`src/rtl/sida_pkg.sv`:
```
// types and constants of the search/insert/delete admission controller
package sida_pkg;

   localparam int REQ_DATA_BITS = 8;
   localparam int RSP_DATA_BITS = 32;
   localparam int GRANT_BITS    = 8;
   localparam int COUNT_OUT_BITS = 16;

   typedef enum logic [2:0] {
      MODE_SEARCH_REQ  = 3'd0,
      MODE_INSERT_REQ  = 3'd1,
      MODE_DELETE_REQ  = 3'd2,
      MODE_SEARCH_DONE = 3'd3,
      MODE_INSERT_DONE = 3'd4,
      MODE_DELETE_DONE = 3'd5
   } mode_type;

   typedef struct packed {
      logic     item_removed;
      logic     insert_ok;
      mode_type mode;
   } event_type;

   typedef struct packed {
      logic [COUNT_OUT_BITS-1:0] element_count;
      logic                      delete_grant;
      logic                      insert_grant;
      logic [GRANT_BITS-1:0]     search_grants;
   } result_type;

endpackage

```
`src/rtl/search_insert_delete_admission.sv`:
```
// top level of the search/insert/delete admission controller
//
//   channel   dir   width  content
//   req_*     in    8      one event word: mode, insert_ok, item_removed
//   rsp_*     out   32     one result word: grants and element count
//
// one event per cycle sustained while rsp_tready stays high; rsp_tvalid rises after
// the req accept once the event has passed the input register, then the grant
// logic into the result register
// every event produces exactly one result word
// reset is synchronous and clears the admission state and both valid flags
// a stalled rsp word holds; the input register still takes a word when the
// result register is being drained in the same cycle
module search_insert_delete_admission
   import sida_pkg::*;
#(
   parameter int CLIENT_COUNT_BITS  = 8,
   parameter int ELEMENT_COUNT_BITS = 16
) (
   input  logic                     clock,
   input  logic                     reset,
   input  logic                     req_tvalid,
   output logic                     req_tready,
   // [2:0] mode, [3] insert_ok, [4] item_removed, [7:5] zero
   input  logic [REQ_DATA_BITS-1:0] req_tdata,
   output logic                     rsp_tvalid,
   input  logic                     rsp_tready,
   // [7:0] search_grants, [8] insert_grant, [9] delete_grant,
   // [25:10] element_count, [31:26] zero
   output logic [RSP_DATA_BITS-1:0] rsp_tdata
);

   localparam int RESULT_BITS = $bits(result_type);

   logic       in_valid_ff;
   event_type  in_event_ff;
   logic       rsp_valid_ff;
   result_type rsp_result_ff;
   result_type result;
   logic       advance;
   logic       fire;

   assign advance    = !rsp_valid_ff || rsp_tready;
   assign fire       = in_valid_ff && advance;
   assign req_tready = !in_valid_ff || advance;

   sida_engine #(
      .CLIENT_COUNT_BITS  (CLIENT_COUNT_BITS),
      .ELEMENT_COUNT_BITS (ELEMENT_COUNT_BITS)
   ) u_engine (
      .clock  (clock),
      .reset  (reset),
      .fire   (fire),
      .evt    (in_event_ff),
      .result (result)
   );

   always_ff @(posedge clock) begin
      if (reset) begin
         in_valid_ff  <= 1'b0;
         rsp_valid_ff <= 1'b0;
      end else begin
         if (req_tready) begin
            in_valid_ff <= req_tvalid;
         end
         if (advance) begin
            rsp_valid_ff <= in_valid_ff;
         end
      end
   end

   always_ff @(posedge clock) begin
      if (req_tvalid && req_tready) begin
         in_event_ff.mode         <= mode_type'(req_tdata[2:0]);
         in_event_ff.insert_ok    <= req_tdata[3];
         in_event_ff.item_removed <= req_tdata[4];
      end
      if (fire) begin
         rsp_result_ff <= result;
      end
   end

   assign rsp_tvalid = rsp_valid_ff;
   assign rsp_tdata  = {{(RSP_DATA_BITS - RESULT_BITS){1'b0}}, rsp_result_ff};

endmodule

```
`src/rtl/sida_engine.sv`:
```
// admission state registers and the per-event grant logic
module sida_engine
   import sida_pkg::*;
#(
   parameter int CLIENT_COUNT_BITS  = 8,
   parameter int ELEMENT_COUNT_BITS = 16
) (
   input  logic       clock,
   input  logic       reset,
   input  logic       fire,
   input  event_type  evt,
   output result_type result
);

   localparam int CW  = CLIENT_COUNT_BITS;
   localparam int EW  = ELEMENT_COUNT_BITS;
   localparam int GW  = (CW > GRANT_BITS) ? CW : GRANT_BITS;
   localparam int XW  = (EW > COUNT_OUT_BITS) ? EW : COUNT_OUT_BITS;
   localparam logic [CW-1:0] CMAX = {CW{1'b1}};
   localparam logic [EW-1:0] EMAX = {EW{1'b1}};
   localparam logic [GW-1:0] GRANT_LIMIT = GW'({GRANT_BITS{1'b1}});
   localparam logic [XW-1:0] COUNT_LIMIT = XW'({COUNT_OUT_BITS{1'b1}});

   logic [CW-1:0] searchers_active_ff, searchers_active_in;
   logic [CW-1:0] searchers_waiting_ff, searchers_waiting_in;
   logic [CW-1:0] inserters_waiting_ff, inserters_waiting_in;
   logic [CW-1:0] deleters_waiting_ff, deleters_waiting_in;
   logic          inserter_busy_ff, inserter_busy_in;
   logic          deleter_busy_ff, deleter_busy_in;
   logic          deleter_priority_ff, deleter_priority_in;
   logic [EW-1:0] stored_count_ff, stored_count_in;

   logic [CW-1:0] room;
   logic [CW-1:0] moved_room;
   logic [GW-1:0] moved_wide;
   logic [CW-1:0] moved;
   logic [XW-1:0] count_wide;
   logic [GRANT_BITS-1:0] sgrants;
   logic          igrant;
   logic          dgrant;

   // searchers released by a delete done: limited by room and by the grant field
   always_comb begin
      room       = CMAX - searchers_active_ff;
      moved_room = (searchers_waiting_ff > room) ? room : searchers_waiting_ff;
      moved_wide = GW'(moved_room);
      if (moved_wide > GRANT_LIMIT) begin
         moved_wide = GRANT_LIMIT;
      end
      moved = moved_wide[CW-1:0];
   end

   always_comb begin
      searchers_active_in  = searchers_active_ff;
      searchers_waiting_in = searchers_waiting_ff;
      inserters_waiting_in = inserters_waiting_ff;
      deleters_waiting_in  = deleters_waiting_ff;
      inserter_busy_in     = inserter_busy_ff;
      deleter_busy_in      = deleter_busy_ff;
      deleter_priority_in  = deleter_priority_ff;
      stored_count_in      = stored_count_ff;
      sgrants              = '0;
      igrant               = 1'b0;
      dgrant               = 1'b0;

      case (evt.mode)
         MODE_SEARCH_REQ: begin
            if (!deleter_busy_ff && !deleter_priority_ff && searchers_active_ff != CMAX) begin
               searchers_active_in = searchers_active_ff + 1'b1;
               sgrants             = GRANT_BITS'(1);
            end else if (searchers_waiting_ff != CMAX) begin
               searchers_waiting_in = searchers_waiting_ff + 1'b1;
            end
         end
         MODE_INSERT_REQ: begin
            if (!deleter_busy_ff && !inserter_busy_ff) begin
               inserter_busy_in = 1'b1;
               igrant           = 1'b1;
            end else if (inserters_waiting_ff != CMAX) begin
               inserters_waiting_in = inserters_waiting_ff + 1'b1;
            end
         end
         MODE_DELETE_REQ: begin
            if (searchers_active_ff == '0 && !inserter_busy_ff && !deleter_busy_ff) begin
               deleter_busy_in     = 1'b1;
               deleter_priority_in = 1'b0;
               dgrant              = 1'b1;
            end else if (deleters_waiting_ff != CMAX) begin
               deleters_waiting_in = deleters_waiting_ff + 1'b1;
            end
         end
         MODE_SEARCH_DONE: begin
            if (searchers_active_ff != '0) begin
               searchers_active_in = searchers_active_ff - 1'b1;
               if (deleters_waiting_ff != '0) begin
                  if (searchers_active_ff == CW'(1) && !inserter_busy_ff) begin
                     deleters_waiting_in = deleters_waiting_ff - 1'b1;
                     deleter_busy_in     = 1'b1;
                     deleter_priority_in = 1'b0;
                     dgrant              = 1'b1;
                  end else begin
                     deleter_priority_in = 1'b1;
                  end
               end
            end
         end
         MODE_INSERT_DONE: begin
            if (inserter_busy_ff) begin
               if (evt.insert_ok && stored_count_ff != EMAX) begin
                  stored_count_in = stored_count_ff + 1'b1;
               end
               inserter_busy_in = 1'b0;
               if (deleters_waiting_ff != '0) begin
                  if (searchers_active_ff != '0) begin
                     deleter_priority_in = 1'b1;
                  end else begin
                     deleters_waiting_in = deleters_waiting_ff - 1'b1;
                     deleter_busy_in     = 1'b1;
                     deleter_priority_in = 1'b0;
                     dgrant              = 1'b1;
                  end
               end else if (inserters_waiting_ff != '0) begin
                  inserters_waiting_in = inserters_waiting_ff - 1'b1;
                  inserter_busy_in     = 1'b1;
                  igrant               = 1'b1;
               end
            end
         end
         MODE_DELETE_DONE: begin
            if (deleter_busy_ff) begin
               if (evt.item_removed && stored_count_ff != '0) begin
                  stored_count_in = stored_count_ff - 1'b1;
               end
               deleter_busy_in = 1'b0;
               if (deleters_waiting_ff != '0) begin
                  deleters_waiting_in = deleters_waiting_ff - 1'b1;
                  deleter_busy_in     = 1'b1;
                  deleter_priority_in = 1'b0;
                  dgrant              = 1'b1;
               end else begin
                  searchers_waiting_in = searchers_waiting_ff - moved;
                  searchers_active_in  = searchers_active_ff + moved;
                  sgrants              = moved_wide[GRANT_BITS-1:0];
                  if (inserters_waiting_ff != '0) begin
                     inserters_waiting_in = inserters_waiting_ff - 1'b1;
                     inserter_busy_in     = 1'b1;
                     igrant               = 1'b1;
                  end
               end
            end
         end
         default: begin
         end
      endcase
   end

   // reported count saturates at the field's maximum
   always_comb begin
      count_wide           = XW'(stored_count_in);
      result.search_grants = sgrants;
      result.insert_grant  = igrant;
      result.delete_grant  = dgrant;
      result.element_count = (count_wide > COUNT_LIMIT) ? {COUNT_OUT_BITS{1'b1}}
                                                        : count_wide[COUNT_OUT_BITS-1:0];
   end

   always_ff @(posedge clock) begin
      if (reset) begin
         searchers_active_ff  <= '0;
         searchers_waiting_ff <= '0;
         inserters_waiting_ff <= '0;
         deleters_waiting_ff  <= '0;
         inserter_busy_ff     <= 1'b0;
         deleter_busy_ff      <= 1'b0;
         deleter_priority_ff  <= 1'b0;
         stored_count_ff      <= '0;
      end else if (fire) begin
         searchers_active_ff  <= searchers_active_in;
         searchers_waiting_ff <= searchers_waiting_in;
         inserters_waiting_ff <= inserters_waiting_in;
         deleters_waiting_ff  <= deleters_waiting_in;
         inserter_busy_ff     <= inserter_busy_in;
         deleter_busy_ff      <= deleter_busy_in;
         deleter_priority_ff  <= deleter_priority_in;
         stored_count_ff      <= stored_count_in;
      end
   end

endmodule

```
`config.mk`:
```
export PLATFORM = sky130hd
export DESIGN_NAME = search_insert_delete_admission
export DESIGN_NICKNAME = d
export VERILOG_FILES = /design/src/rtl/sida_pkg.sv /design/src/rtl/search_insert_delete_admission.sv /design/src/rtl/sida_engine.sv
export SDC_FILE = /design/constraint.sdc
export NUM_CORES = 1
export LEC_CHECK = 0
export BUFFER_PORTS_ARGS = -buffer_cell sky130_fd_sc_hd__buf_4
export CAP_MARGIN = 20
export CORE_ASPECT_RATIO = 0.6
export CORE_UTILIZATION = 50
export DETAILED_ROUTE_END_ITERATION = 6
export PLACE_DENSITY = 0.68
export SLEW_MARGIN = 20
export SYNTH_ARGS = -nofsm -noshare
export SYNTH_HDL_FRONTEND = slang
export SYNTH_SLANG_ARGS = --single-unit
```
`constraint.sdc`:
```
create_clock -name clock -period 7.83 [get_ports clock]
set_input_delay 0.783 -clock clock [delete_from_list [all_inputs] [get_ports clock]]
set_output_delay 0.783 -clock clock [all_outputs]
set_load 0.01 [all_outputs]
```
==> flow_summary.toml, run 1 <==
[worst_hold_path]
hp-class = "flip-flop to flip-flop"
whs_path_depth = 2

[yosys]
yosysWarnings = 0
synth_cells = 672
ys_ff_latch = 84
avgSynthCellArea_um2 = 8.542
synthTopCellsByArea = "dfxtp_1 (18%), edfxtp_1 (16%), ha_1 (8.7%)"
synth_edf_count = 31
yosysTopAreaCell = "dfxtp_1"
synth_common_cells = "nor2_1 (105), dfxtp_1 (53), a21oi_1 (50), nand2_1 (45), ha_1 (40)"
yosysTopAreaCellShare_pct = 18.48
ys_types = 67
yosysMostFrequentCell = "nor2_1"
async_reset_ff_share_pct = 0
synth_seq_area_share_pct = 34.70
syn_area_mm2 = 0.005741
synth_flop_cell = "dfxtp_1"

[worst_setup_path]
worstSetupPathType = "flip-flop to flip-flop"
end_kind = "flip-flop"
crit_required_ns = 8.05
startpoint_type = "flip-flop"
reg2reg_depth = 15
crit_fanout = 15
worstPathArrival_ns = 4.77

[power_and_ir_drop]
power.share.clock_pct = 45.3
power.share.switching_pct = 23.74
total_power_mw = 1.032
pwr-share-seq_pct = 45.8
powerDensity_mw_per_mm2 = 162.6
power.internal_mw = 0.7868
p_sw_mw = 0.2449
comb_power_share_pct = 8.9
vdd_drop_max_v = 0.0001178
leakagePower_nw = 2.728

[outcome]
status = "complete, no violations"

[global_route]
grt_util_all_layers_pct = 24.05
grt_max_degree = 62
first_global_vias = 4502
grt_remaining_overflow = 0
grt_pass1_wl_um = 23010
antenna_found_initial = 0

[clock_tree]
cts_buffers = 9
postCtsSetupBuffers = 0
clk_latency_ns = 0.34
clkSinkCount = 84
cts_root_buffer = "clkbuf_16"
cts_resized = 0
clockBufferDepth = 2
path_clk_slew_ns = 0.06
cts_tree = "done"
htreeDepth = 3
cts_hold_buf = 0

[final_layout]
nFillCells = 954
area_growth_pct = 10.51
drive_above_1_share_pct = 9.841
fin_nets = 742
diodes = 0
final_cells = 830

[timing]
fmaxAchievable_mhz = 220.2
min_period_over_period_pct = 58.01
slew-limit-headroom_pct = 47.16
tns_ns = 0
drv_slew = 0
min_period_ns = 4.542
worst_pin_slew_ns = 0.7902
fin_skew_ns = 0.01187
report.final.hold_viol_count = 0
finalSetupViolCount = 0
rsz0062_at_grt = "no"

[floorplan]
die_w_um = 140.3
rows = 29
die_y_um = 85.00
coreArea_mm2 = 0.01085
dieArea_mm2 = 0.01193
initial_utilization_pct = 52.91
pin_count = 46

[detailed_routing]
num_vias = 5060
drc = 0
ant_nets = 0
wire_per_inst_um = 16.70
wirelength_um = 13860
viasPerCell = 6.096
drtIter0Drc = 527
drt_first_pass_iters = 5

[place]
portBuffers = 36
gp_congestion = 0.8630
dp_cells = 814
hpwl_um = 9693

[flow_run]
max-cap-violations = 0
==> cells by family (layout without fill, tap and decap cells) <==
logic type	Yosys count	after routing	synth area share [%]
DFF	84	84	34.70
and+or+nand+nor	267	267	23.21
muxes	20	20	3.509
adders and majority gates	44	44	10.11
other	1	6	0.06533
buffers and inverters	58	72	4.686
xor gates and xnor gates	43	43	6.561
AOI/OAI and AO/OA	155	155	17.15
==> state kept, by name, indices dropped and copies added (netlist names) <==
name and count:
rsp_tdata 26, u_engine.stored_count_ff 16, u_engine.deleters_waiting_ff 8, u_engine.inserters_waiting_ff 8, u_engine.searchers_active_ff 8, u_engine.searchers_waiting_ff 8, in_event_ff 5, in_valid_ff 1
rsp_tvalid 1, u_engine.deleter_busy_ff 1, u_engine.deleter_priority_ff 1, u_engine.inserter_busy_ff 1
==> cell usage in the layout, fill, tap and decap left out, types with 7 or more instances in the layout <==
cell type	n
and2_1	10
edfxtp_1	31
nand3_1	11
buf_4	38
xor2_1	20
a21o_1	9
nand2_1	45
ha_1	40
nor2_1	105
xnor2_1	23
mux2i_1	19
or4_1	11
nor2b_1	10
nor4_1	11
a21oi_1	50
o21ai_0	36
inv_1	18
clkbuf_16	9
dfxtp_1	53
nor3_1	16
nand4_1	9
and3_1	7
==> critical path, stage by stage, from the launching register on <==
cell	delay, ns
dfxtp_1	0.54
ha_1	0.32
a21o_1	0.19
a221o_1	0.35
a21o_1	0.23
nand2_1	0.41
o21ai_0	0.21
nor2_1	0.23
ha_1	0.28
nor2b_1	0.12
o21ai_0	0.26
a21oi_1	0.16
o41ai_1	0.42
nor4_1	0.09
nor3_1	0.25
mux2_2	0.36
==> routing by layer <==
layer / track usage (%) / share of wire, % / vias to the layer above
met5: 0 / 0 / -
met4: 4.196 / 0.54 / 0
met3: 5.587 / 7.2 / 10
met2: 34.91 / 41 / 207
met1: 36.33 / 51 / 2390
li1: - / - / 2453
==> metrics by stage <==
step                      utilization [%]  hold WS (ns)  cell area [um2]  setup slack, ns
after CTS                           58.47        0.5053             6344            3.446
after global routing                58.47        0.5272             6344            3.104
final                               58.47        0.5065             6344            3.288
after global placement              55.46        0.4756             6017            3.575
after floorplan                         -        0.4617             5759            4.020
after detailed placement            55.46        0.4951             6017            3.490
==> path summary, 6_finish.rpt <==
| kind | from | to | slack [ns] |
|---|---|---|---|
| min reg2reg | u_engine.deleters_waiting_ff[7] | u_engine.deleters_waiting_ff[7] | 0.51 |
| max reg2reg | u_engine.searchers_active_ff[2] | u_engine.searchers_waiting_ff[7] | 3.29 |
| min | u_engine.deleters_waiting_ff[7] | u_engine.deleters_waiting_ff[7] | 0.51 |
| max | u_engine.searchers_active_ff[2] | u_engine.searchers_waiting_ff[7] | 3.29 |
==> power groups by stage <==
stage          registers (mW)  logic (mW)  clock network (mW)
2_1_floorplan           0.480      0.0656                   0
3_3_place_gp            0.482      0.0871                   0
3_5_place_dp            0.482      0.0901                   0
4_1_cts                 0.472      0.0908               0.475
5_1_grt                 0.474       0.101               0.492
6_report                0.473      0.0918               0.467
==> cell type report <==
| class | count | area, um2 | area share [%] |
|---|---|---|---|
| multi-input combinational | 535 | 3498 | 55.15 |
| sequential | 84 | 1992 | 31.40 |
| timing repair buffer | 38 | 285.3 | 4.497 |
| clock buffer | 11 | 242.7 | 3.826 |
| tap | 139 | 173.9 | 2.742 |
| clock inverter | 5 | 83.83 | 1.321 |
| inverter | 18 | 67.56 | 1.065 |
No activity file was read; power rests on OpenSTA's default activity.
==> run 2: changes to the inputs <==
--- a/config.mk
+++ b/config.mk
@@ -5,6 +5,7 @@
 export SDC_FILE = /design/constraint.sdc
 export NUM_CORES = 1
 export LEC_CHECK = 0
+export ABC_AREA = 1
 export BUFFER_PORTS_ARGS = -buffer_cell sky130_fd_sc_hd__buf_4
 export CAP_MARGIN = 20
 export CORE_ASPECT_RATIO = 0.6
==> constraint.sdc (replaced) <==
create_clock -name clock -period 4.69 [get_ports clock]
set_input_delay 0.469 -clock clock [delete_from_list [all_inputs] [get_ports clock]]
set_output_delay 0.469 -clock clock [all_outputs]
set_load 0.01 [all_outputs]
==> flow_summary.toml, run 2 <==
[final_layout]
area_growth_pct = 9.275
mostFrequentLayoutCell = "nand2_1"
largest_register_ffs = 26
diodes = 0
fin_area_mm2 = 0.007032
final_cells = 1095
mostFrequentLayoutCells = "nand2_1 (179), inv_1 (94), nor2_1 (93)"
drive_above_1_share_pct = 12.90
fin_nets = 981

[yosys]
yosysTopAreaCellShare_pct = 16.49
yosysWarnings = 0
synth_seq_area_share_pct = 30.95
avgSynthCellArea_um2 = 7.126
async_reset_ff_share_pct = 0
synth_edf_count = 31
synth_cells = 903
yosysMostFrequentCell = "nand2_1"
syn_area_mm2 = 0.006435
synthTopCellsByArea = "dfxtp_1 (16%), edfxtp_1 (14%), nand2_1 (10%)"
ys_ff_latch = 84
ys_types = 53
synth_flop_cell = "dfxtp_1"
yosysTopAreaCell = "dfxtp_1"
synth_common_cells = "nand2_1 (179), inv_1 (94), nor2_1 (93), a21oi_1 (71), nand3_1 (70)"

[timing]
slew-limit-headroom_pct = 39.31
rsz0062_at_grt = "no"
finalSetupViolCount = 0
setup_ws_ns = 1.222
report.final.hold_viol_count = 0
tns_ns = 0
fin_skew_ns = 0.007443
fmaxAchievable_mhz = 288.4
min_period_over_period_pct = 73.94
drv_slew = 0
min_period_ns = 3.468
worst_pin_slew_ns = 0.9094

[place]
hpwl_um = 11940
placed_cell_area_mm2 = 0.006729
gp_congestion = 0.9309
portBuffers = 36
pre_cts_slack_ns = 1.331
dp_cells = 1079

[power_and_ir_drop]
pwr-share-seq_pct = 43.1
power.internal_mw = 1.349
power.share.clock_pct = 37.7
leakagePower_nw = 3.193
p_sw_mw = 0.6005
power.share.switching_pct = 30.80
comb_power_share_pct = 19.2
powerDensity_mw_per_mm2 = 277.3
vdd_drop_max_v = 0.0001604

[detailed_routing]
drtIter0Drc = 644
drc = 0
drt_first_pass_iters = 6
wire_per_inst_um = 14.77
num_vias = 5923
wirelength_um = 16180
ant_nets = 0
viasPerCell = 5.409

[global_route]
grt_max_degree = 29
met3_usage_pct = 5.685
met2_usage_pct = 30.80
grt_remaining_overflow = 0
grt_util_all_layers_pct = 25.48
antenna_found_initial = 0
met1_usage_pct = 42.88
grt-busiest-layer = "met1"
grt_pass1_wl_um = 26900
first_global_vias = 5201

[worst_setup_path]
end_kind = "flip-flop"
crit_required_ns = 4.97
crit_fanout = 16
reg2reg_depth = 20
worstSetupPathType = "flip-flop to flip-flop"
rr_endpoint = "u_engine.searchers_active_ff[6]"
startpoint_type = "flip-flop"
reg2reg_from = "u_engine.searchers_active_ff[7]"
worstPathArrival_ns = 3.75
r2r_slack_ns = 1.22

[clock_tree]
path_clk_slew_ns = 0.06
cts_buffers = 9
clkSinkCount = 84
cts_hold_buf = 0
cts_root_buffer = "clkbuf_16"
clk_latency_ns = 0.35
cts_resized = 0
clockBufferDepth = 2
cts_tree = "done"
htreeDepth = 3
postCtsSetupBuffers = 0

[floorplan]
die_w_um = 148.5
dieArea_mm2 = 0.01334
pin_count = 46
initial_utilization_pct = 52.34
coreArea_mm2 = 0.01230
die_y_um = 89.88
rows = 31

[worst_hold_path]
whs_path_depth = 1
hold-path-endpoint = "in_event_ff[3]"
min_from = "req_tdata[3]"
hp-class = "primary input to flip-flop"

[outcome]
status = "complete, no violations"

[flow_run]
max-cap-violations = 0
## run 2: metal layers
layer | share of wire (%) | routed length, um
met3 | 9.6 | 1551
met2 | 35 | 5657
met4 | 0.70 | 113
met1 | 55 | 8855
met5 | 0 | 0
## run 2: worst max path at each step
stage,startpoint,to,cells past startpoint
after CTS,u_engine.searchers_active_ff[7],u_engine.searchers_active_ff[6],21
after floorplan,u_engine.searchers_waiting_ff[1],u_engine.searchers_active_ff[6],24
after global placement,u_engine.searchers_active_ff[7],u_engine.searchers_active_ff[6],20
after detailed placement,u_engine.searchers_active_ff[0],u_engine.searchers_active_ff[6],25
final,u_engine.searchers_active_ff[7],u_engine.searchers_active_ff[6],20
after global routing,u_engine.searchers_active_ff[7],u_engine.searchers_active_ff[6],21
## run 2: worst max-delay path, cell delays in order, from the launching register on
cell and delay (ns):
dfxtp_1 0.41, ha_1 0.34, nand2_1 0.07, nor2_1 0.21, nand4_1 0.17, nand2_1 0.41
o21ai_0 0.17, nand2_1 0.13, ha_1 0.18, inv_1 0.07, fa_1 0.38, inv_1 0.09
nand3_1 0.07, nand2_1 0.12, a21o_1 0.12, nand2_1 0.04, nand2_1 0.08, o21ai_0 0.08
a21oi_1 0.13, nor2_1 0.06, nor2_1 0.08
## run 2: through the flow
step                utilization (%)  hold slack [ns]  power, mW
finish                        57.19           0.2946      1.950
global route                  57.19           0.2877      2.042
CTS                           57.19           0.2861      1.954
detailed placement            54.73           0.4894      1.221
global placement              54.73           0.4711      1.217
floorplan                         -           0.4556      1.132
## run 2: layout make-up
type,instances,area [um2]
Clock buffer,10,239.0
Tap cell,165,206.4
Clock inverter,6,63.81
Timing Repair Buffer,38,285.3
Inverter,112,426.7
Sequential cell,84,1992
Multi-Input combinational cell,680,3819
Fill cell,1192,5264
## run 2: logic make-up (layout without fill, tap and decap cells)
| family | Yosys count | after routing | share of synthesized area, % |
|---|---|---|---|
| adders and majority gates | 44 | 44 | 9.022 |
| and+or+nand+nor | 416 | 416 | 29.52 |
| xor gates and xnor gates | 28 | 28 | 3.928 |
| AOI/OAI and AO/OA | 185 | 185 | 16.37 |
| buffers and inverters | 144 | 166 | 9.994 |
| other | 1 | 6 | 0.05828 |
| muxes | 1 | 1 | 0.1556 |
| DFF | 84 | 84 | 30.95 |
## run 2: power by group through the flow
stage	sequential, mW	combinational [mW]	clock (mW)
4_1_cts	0.839	0.369	0.746
6_report	0.840	0.374	0.736
2_1_floorplan	0.844	0.288	0
5_1_grt	0.845	0.422	0.774
3_5_place_dp	0.855	0.366	0
3_3_place_gp	0.855	0.363	0
==> run 3: changes to the inputs <==
==> constraint.sdc (replaced) <==
create_clock -name clock -period 3.5 [get_ports clock]
set_input_delay 0.35 -clock clock [delete_from_list [all_inputs] [get_ports clock]]
set_output_delay 0.35 -clock clock [all_outputs]
set_load 0.01 [all_outputs]
==> flow_summary.toml, run 3 (same netlist as run 2, synthesis figures left out) <==
[power_and_ir_drop]
powerDensity_mw_per_mm2 = 372.4
leakagePower_nw = 3.276
p_sw_mw = 0.7949
power.share.clock_pct = 38.6
vdd_drop_max_v = 0.0002557
comb_power_share_pct = 19.5
power.share.switching_pct = 29.81
power.internal_mw = 1.872
pwr-share-seq_pct = 41.9

[worst_setup_path]
crit_required_ns = 3.78
timing.critical_path.mode_cell = "nand2_1"
reg2reg_from = "u_engine.searchers_active_ff[0]"
r2r_slack_ns = 0.34
crit_buf_inv = 4
cpPeakStageDelay_ns = 0.43
reg2reg_depth = 26
critPathTopFamily = "simple AND/OR/NAND/NOR gates"
worstPathArrival_ns = 3.43
critPathSlowestCell = "dfxtp_1"
cp.depth = 26
worstSetupPathType = "flip-flop to flip-flop"
end_kind = "flip-flop"
critPathLaunch = "u_engine.searchers_active_ff[0]"
crit_fanout = 16
startpoint_type = "flip-flop"
rr_endpoint = "u_engine.searchers_active_ff[6]"
critPathCapture = "u_engine.searchers_active_ff[6]"

[clock_tree]
path_clk_slew_ns = 0.07
clk_latency_ns = 0.35
cts_tree = "done"
clockBufferDepth = 2
clkSinkCount = 84
cts_root_buffer = "clkbuf_16"
htreeDepth = 3
cts_hold_buf = 0
cts_buffers = 9

[timing]
min_period_ns = 3.157
tns_ns = 0
drv_slew = 0
fin_skew_ns = 0.007651
worst_pin_slew_ns = 0.9645
report.final.hold_viol_count = 0
setup_ws_ns = 0.3431
fmaxAchievable_mhz = 316.8
slew-limit-headroom_pct = 35.63
rsz0062_at_grt = "no"
min_period_over_period_pct = 90.20
finalSetupViolCount = 0

[final_layout]
fin_nets = 995
mostFrequentLayoutCell = "nand2_1"
largest_register_ffs = 26
fin_area_mm2 = 0.007161
area_growth_pct = 11.28
mostFrequentLayoutCells = "nand2_1 (178), inv_1 (94), nor2_1 (93)"
drive_above_1_share_pct = 14.30
nFillCells = 1179
diodes = 0

[detailed_routing]
num_vias = 6078
wirelength_um = 16340
wire_per_inst_um = 14.74
viasPerCell = 5.481
drtIter0Drc = 620
drc = 0
drt_first_pass_iters = 5
ant_nets = 0

[global_route]
grt_max_degree = 29
grt_util_all_layers_pct = 25.40
grt_remaining_overflow = 0
grt_pass1_wl_um = 26720
first_global_vias = 5267
antenna_found_initial = 0

[floorplan]
initial_utilization_pct = 52.34
rows = 31
pin_count = 46
coreArea_mm2 = 0.01230
die_y_um = 89.88
die_w_um = 148.5
dieArea_mm2 = 0.01334

[place]
hpwl_um = 12260
pre_cts_slack_ns = 0.2003
placed_cell_area_mm2 = 0.006834
gp_congestion = 0.9353
portBuffers = 36

[flow_run]
max-cap-violations = 0

[outcome]
status = "complete, no violations"

[worst_hold_path]
hp-class = "primary input to flip-flop"
whs_path_depth = 1
[run 3: metrics by stage]
step	util (%)	cells	hold slack [ns]	total power [mW]
global placement	55.58	1093	0.4645	1.642
detailed placement	55.58	1093	0.4736	1.646
finish	58.24	1109	0.1771	2.667
CTS	58.18	1109	0.1673	2.677
global route	58.24	1109	0.1682	2.786
floorplan	-	908	0.4489	1.517
[run 3: final cells by class]
| cell class | instances | area [um2] | area share, % |
|---|---|---|---|
| Clock buffer | 10 | 229.0 | 3.198 |
| Sequential cell | 84 | 1992 | 27.82 |
| Multi-Input combinational cell | 680 | 3826 | 53.43 |
| Timing Repair Buffer | 52 | 390.4 | 5.452 |
| Inverter | 112 | 426.7 | 5.958 |
| Tap cell | 165 | 206.4 | 2.883 |
| Clock inverter | 6 | 90.09 | 1.258 |
[run 3: worst reg2reg max path, delay by kind of cell (launching register included)]
kind / cells / cell delay, ns
fa+ha+maj: 3 / 0.75
buf+inv: 4 / 0.36
flops: 1 / 0.43
compound gates: 4 / 0.42
simple gates: 15 / 1.12
[run 3: power by group through the flow]
stage          registers, mW  clock network, mW  logic, mW
2_1_floorplan           1.13                  0      0.386
3_3_place_gp            1.14                  0      0.504
3_5_place_dp            1.14                  0      0.509
4_1_cts                 1.12               1.05      0.513
5_1_grt                 1.12               1.08      0.582
6_report                1.12               1.03      0.520
[run 3: worst min-delay path by stage]
| stage | startpoint | end | slack (ns) |
|---|---|---|---|
| 2_1_floorplan | req_tdata[0] | in_event_ff[0] | 0.45 |
| 3_3_place_gp | u_engine.deleters_waiting_ff[7] | u_engine.deleters_waiting_ff[7] | 0.46 |
| 3_5_place_dp | u_engine.deleters_waiting_ff[7] | u_engine.deleters_waiting_ff[7] | 0.47 |
| 4_1_cts | req_tdata[3] | in_event_ff[3] | 0.17 |
| 5_1_grt | req_tdata[1] | in_event_ff[1] | 0.17 |
| 6_report | req_tdata[3] | in_event_ff[3] | 0.18 |
[run 3: what timing repair did]
| action | 4_1_cts | 5_1_grt |
|---|---|---|
| setup buffers | 0 | 0 |
| setup endpoints to repair | 0 | 6 |
| hold endpoints to repair | 0 | 0 |
| gates resized for setup | 0 | 4 |
[run 3: layer usage]
| metal | track usage (%) | vias up | wire length, um |
|---|---|---|---|
| met5 | 0 | - | 0 |
| met4 | 4.897 | 0 | 136 |
| met3 | 7.056 | 13 | 1660 |
| met2 | 31.58 | 260 | 5852 |
| met1 | 41.50 | 2714 | 8694 |
| li1 | - | 3091 | - |
